**config.mk**
```make
export PLATFORM = sky130hd
export DESIGN_NAME = svr_queue
export DESIGN_NICKNAME = d
export VERILOG_FILES = /design/src/rtl/svr_pkg.sv /design/src/rtl/svr_queue.sv
export SDC_FILE = /design/constraint.sdc
export NUM_CORES = 1
export LEC_CHECK = 0
export BUFFER_PORTS_ARGS = -buffer_cell sky130_fd_sc_hd__buf_4
export CORE_UTILIZATION = 52
export CTS_CLUSTER_SIZE = 8
export DETAILED_ROUTE_END_ITERATION = 16
export GPL_TIMING_DRIVEN = 1
export PLACE_DENSITY_LB_ADDON = 0.08
export SYNTH_ARGS = -nofsm -noshare
export SYNTH_HDL_FRONTEND = slang
export SYNTH_SLANG_ARGS = --single-unit
```
**constraint.sdc**
```tcl
create_clock -name clk -period 4.5 [get_ports clk]
set_clock_uncertainty 0.1 [all_clocks]
set_input_delay 0.9 -clock clk [delete_from_list [all_inputs] [get_ports clk]]
set_output_delay 0.9 -clock clk [all_outputs]
set_load 0.05 [all_outputs]
```
**src/rtl/svr_pkg.sv**
```systemverilog
// ----------------------------------------------------------------------------
// svr_pkg: shared types and constants of the sample voice resampler
// Item kinds, internal operations, register indexes, register file layout
// and the queued item that the front part hands to the back part.
// ----------------------------------------------------------------------------
`default_nettype none

package svr_pkg;

	// port widths
	localparam int S_TDATA_W   = 56;
	localparam int M_TDATA_W   = 40;
	localparam int CFG_INDEX_W = 3;
	localparam int CFG_DATA_W  = 24;

	// input item kinds as they arrive in tuser
	localparam logic [1:0] KIND_LOAD    = 2'd0;
	localparam logic [1:0] KIND_TICK    = 2'd1;
	localparam logic [1:0] KIND_RESTART = 2'd2;

	// register indexes
	localparam logic [CFG_INDEX_W-1:0] CFG_VOICE_ENABLE  = 3'd0;
	localparam logic [CFG_INDEX_W-1:0] CFG_SAMPLE_START  = 3'd1;
	localparam logic [CFG_INDEX_W-1:0] CFG_SAMPLE_LENGTH = 3'd2;
	localparam logic [CFG_INDEX_W-1:0] CFG_PHASE_STEP    = 3'd3;
	localparam logic [CFG_INDEX_W-1:0] CFG_VOLUME        = 3'd4;
	localparam logic [CFG_INDEX_W-1:0] CFG_INTERPOLATE   = 3'd5;
	localparam logic [CFG_INDEX_W-1:0] CFG_LOOP_CONTINUE = 3'd6;

	// gain ceiling and the shortest playable length in phase units
	localparam logic [6:0]  VOLUME_MAX  = 7'h40;
	localparam logic [31:0] SHORT_LIMIT = 32'h0001_0000;

	// queue between front and back
	localparam int QUEUE_DEPTH = 2;

	typedef enum logic [1:0] {
		OP_LOAD    = 2'd0,
		OP_TICK    = 2'd1,
		OP_RESTART = 2'd2
	} op_t;

	typedef struct packed {
		op_t                op;
		logic [15:0]        load_address;
		logic signed [7:0]  load_byte;
		logic signed [31:0] mix_in;
	} item_t;

	typedef struct packed {
		logic        voice_enable;
		logic [15:0] sample_start;
		logic [15:0] sample_length;
		logic [23:0] phase_step;
		logic [6:0]  volume;
		logic        interpolate;
		logic        loop_continue;
	} cfg_t;

endpackage

`default_nettype wire

```
**src/rtl/svr_queue.sv**
```systemverilog
// ----------------------------------------------------------------------------
// svr_queue: short request queue
// Register-based FIFO that decouples the front part from the back part.
// ----------------------------------------------------------------------------
`default_nettype none

module svr_queue (
	input  wire logic           clk,
	input  wire logic           arst_n,
	input  wire logic           push,
	input  wire svr_pkg::item_t push_item,
	output logic                full,
	input  wire logic           pop,
	output logic                empty,
	output svr_pkg::item_t      pop_item
);
	import svr_pkg::*;

	localparam int PW = $clog2(QUEUE_DEPTH);

	item_t         entry_q [QUEUE_DEPTH];
	logic [PW-1:0] wr_ptr_q;
	logic [PW-1:0] rd_ptr_q;
	logic [PW:0]   count_q;
	logic          do_push;
	logic          do_pop;

	assign full     = (count_q == (PW+1)'(QUEUE_DEPTH));
	assign empty    = (count_q == '0);
	assign do_push  = push && !full;
	assign do_pop   = pop && !empty;
	assign pop_item = entry_q[rd_ptr_q];

	// pointers and fill level
	always_ff @(posedge clk or negedge arst_n) begin
		if (!arst_n) begin
			wr_ptr_q <= '0;
			rd_ptr_q <= '0;
			count_q  <= '0;
		end else begin
			if (do_push)
				wr_ptr_q <= (wr_ptr_q == PW'(QUEUE_DEPTH-1)) ? '0 : wr_ptr_q + 1'b1;
			if (do_pop)
				rd_ptr_q <= (rd_ptr_q == PW'(QUEUE_DEPTH-1)) ? '0 : rd_ptr_q + 1'b1;
			if (do_push && !do_pop)
				count_q <= count_q + 1'b1;
			else if (do_pop && !do_push)
				count_q <= count_q - 1'b1;
		end
	end

	// storage
	always_ff @(posedge clk) begin
		if (do_push)
			entry_q[wr_ptr_q] <= push_item;
	end

endmodule

`default_nettype wire

```
==> impl_summary.txt <==
----------------------------------------------------
[Outcome]
  Outcome ... finished, final reports clean

[Detailed routing]
  Routed vias ... 2247
  Number of nets with antenna violations after detailed routing ... 0
  Total wirelength of the detailed-routed design ... 7363 um
  Total iterations of the first detailed-routing run ... 4
  Via density ... 4.938
  WL/cell ... 16.18 um
  DRC violation count after routing ... 0
  Iter 0 DRT Violations ... 113

[Power]
  Power density relative to cell area ... 814.3 nW/um^2
  IR drop worst, VDD ... 0.0004913 V
  Leakage ... 2.352 nW

[Clocking]
  Bufs on Longest Clock Path ... 2
  # resized after CTS ... 0
  Worst skew pair latency ... 500 ps
  Count of hold-fix buffers inserted at cts ... 0
  Number of buffers inserted during clock tree synthesis ... 17
  H-tree Lvls ... 4
  Count of buffers added by post-CTS timing repair for setup ... 0
  CTS sink cnt ... 120
  Clock tree from TritonCTS ... built
  Clk slew on worst S/H paths ... 60 ps
  Root Buffer Master ... sky130_fd_sc_hd__clkbuf_8

[Worst setup path]
  Start-to-end type of the worst setup path ... register to primary output
  Crit path launch type ... register
  Worst reg-to-reg path cell count ... 3
  Worst r2r src ... count_q[0]
  Critical path required time ... 3500 ps
  Critical R2R Capture ... entry_q[1][36]
  Category of the worst setup path capture point ... primary output
  Internal reg-to-reg setup slack ... 2320 ps
  Arrival time at the worst endpoint ... 2210 ps
  Largest driver fanout on the critical path ... 31

[STA]
  Headroom to the max-slew limit ... 36.35%
  Portion of the clock cycle consumed by the worst path in the final layout ... 71.36%
  TNS Setup ... 0 ps
  Slew @ Worst Pin ... 954.7 ps
  RSZ-0062 raised after global routing ... no
  Min Tclk post-route ... 3211 ps
  Final-report hold violation count ... 0
  Least setup slack across all paths after layout ... 1289 ps
  Final-report max-slew violation count ... 0
  Fmax ... 311.4 MHz
  Final hold slack ... 86.46 ps
  Final setup violation count ... 0

[Die]
  Number of placed I/O pins ... 122
  Chip Width ... 94.28 um
  Effective utilization at floorplan ... 53.89%
  Y dimension of the die ... 94.28 um
  Site row count ... 33
  Core area ... 8217 sq um
  Total die area ... 8889 sq um

[Min path]
  Class of the worst hold path ... input pin to asynchronous set/reset pin

[Global route]
  GR Overflow Total ... 0
  Wire length of the first global-routing pass ... 11340 um
  Number of antenna violations at the first check in global routing ... 0
  Via count of the first global-routing pass ... 2343
  Global-route usage over all layers ... 18.00%
  Maximum number of pins on one net before global-route repair ... 41

[Layout]
  Finished Cell Area ... 6075 sq um
  Area growth, synth to finish ... 37.19%
  Commonest non-fill, non-tap cell in the layout ... sky130_fd_sc_hd__buf_4
  Number of inserted diodes ... 0
  Fraction of layout cells with a size suffix above 1 ... 61.71%
  Final-layout fill cell count ... 514
  NumNets Final ... 400
  Commonest cells after routing, fill and taps aside ... sky130_fd_sc_hd__buf_4, sky130_fd_sc_hd__edfxtp_1, sky130_fd_sc_hd__mux2_2

[Placed design]
  Placement-stage worst setup slack ... 1786 ps
  Hpwl dp ... 4609 um
  Area after DPL ... 5475 sq um
  RD Place Congestion ... 0.6563
  Count of buffers from port buffering ... 121

[Synthesis]
  Yosys warning count ... 0
  Distinct cells, synth ... 16
  Flip-flop and latch count after synthesis ... 120
  Synthesized area per cell ... 22.14 sq um
  Share of synthesized area occupied by flip-flops and latches ... 80.93%
  Post-synthesis instance total ... 200
  Netlist area before placement ... 4428 sq um
  Post-synth net total ... 263

[Job]
  Number of maximum-capacitance violations ... 0

----------------------------------------------------
-- worst max-delay path: stages (launching register included) --
cell and delay (ps):
sky130_fd_sc_hd__dfrtp_2 820, sky130_fd_sc_hd__buf_12 310, sky130_fd_sc_hd__mux2_2 380, sky130_fd_sc_hd__buf_4 190
-- kinds of logic (layout without fill, tap and decap cells) --
logic type / Yosys count / after routing / synth area share (%)
adder cells (fa/ha/maj): 1 / 1 / 0.2825
multiplexers: 58 / 58 / 15.60
buffers and inverters: 9 / 159 / 1.469
XOR/XNOR: 5 / 5 / 0.9892
flip-flops: 120 / 120 / 80.93
AO/OA/AOI/OAI: 1 / 1 / 0.1129
AND/OR/NAND/NOR: 6 / 6 / 0.6217
-- flip-flops by register name (all words and copies together) (netlist names) --
| signal | cells |
|---|---|
| entry_q | 116 |
| count_q | 2 |
| rd_ptr_q | 1 |
| wr_ptr_q | 1 |
-- through the flow --
step | power, W | std cells | utilization, %
2_1_floorplan | 0.003104 | 200 | -
3_3_place_gp | 0.003615 | 423 | 66.64
3_5_place_dp | 0.003634 | 423 | 66.64
4_1_cts | 0.004993 | 455 | 73.93
5_1_grt | 0.005131 | 455 | 73.93
6_report | 0.004947 | 455 | 73.93
-- layer usage --
metal | GRT usage (%) | vias to the layer above | share of wire [%]
li1 | - | 1060 | -
met1 | 21.31 | 1095 | 40
met2 | 29.29 | 79 | 52
met3 | 6.796 | 13 | 5.4
met4 | 7.821 | 0 | 2.1
met5 | 0 | - | 0
-- layout make-up --
type / instances / area, sq um / share of cell area, %
Clock buffer: 19 / 421.7 / 6.941
Clock inverter: 13 / 177.7 / 2.925
Inverter: 2 / 7.507 / 0.1236
Multi-Input combinational cell: 71 / 788.3 / 12.98
Sequential cell: 120 / 3585 / 59.01
Tap cell: 105 / 131.4 / 2.163
Timing Repair Buffer: 125 / 963.4 / 15.86
-- cells in the mapped netlist --
cell type | instances | area [sq um]
sky130_fd_sc_hd__buf_6 | 2 | 22.52
sky130_fd_sc_hd__nand2b_1 | 1 | 6.260
sky130_fd_sc_hd__and3_1 | 1 | 6.260
sky130_fd_sc_hd__mux2_4 | 10 | 150.1
sky130_fd_sc_hd__buf_2 | 4 | 20.02
sky130_fd_sc_hd__dfrtp_1 | 4 | 100.1
sky130_fd_sc_hd__xnor2_1 | 3 | 26.28
sky130_fd_sc_hd__nand2_1 | 1 | 3.750
sky130_fd_sc_hd__mux2_2 | 48 | 540.5
sky130_fd_sc_hd__nor2_1 | 3 | 11.26
sky130_fd_sc_hd__xor2_1 | 2 | 17.52
sky130_fd_sc_hd__buf_8 | 1 | 15.01
sky130_fd_sc_hd__ha_1 | 1 | 12.51
sky130_fd_sc_hd__edfxtp_1 | 116 | 3483
sky130_fd_sc_hd__o21ai_0 | 1 | 5.000
sky130_fd_sc_hd__inv_1 | 2 | 7.510
-- worst max-delay path by stage --
stage,depth (start not counted),to,from
final,3,pop_item[40],rd_ptr_q
after floorplan,2,entry_q[0][0],push
after global placement,3,pop_item[7],rd_ptr_q
after CTS,3,pop_item[7],rd_ptr_q
after detailed placement,3,pop_item[7],rd_ptr_q
after global routing,3,pop_item[40],rd_ptr_q
-- power breakdown --
part           leakage [nW]  internal, W  switching, W
clock                 0.292     0.000895      0.000455
combinational         0.937     0.000675       0.00127
sequential             1.12      0.00153      0.000119
Power figures use the tool's default switching activity.
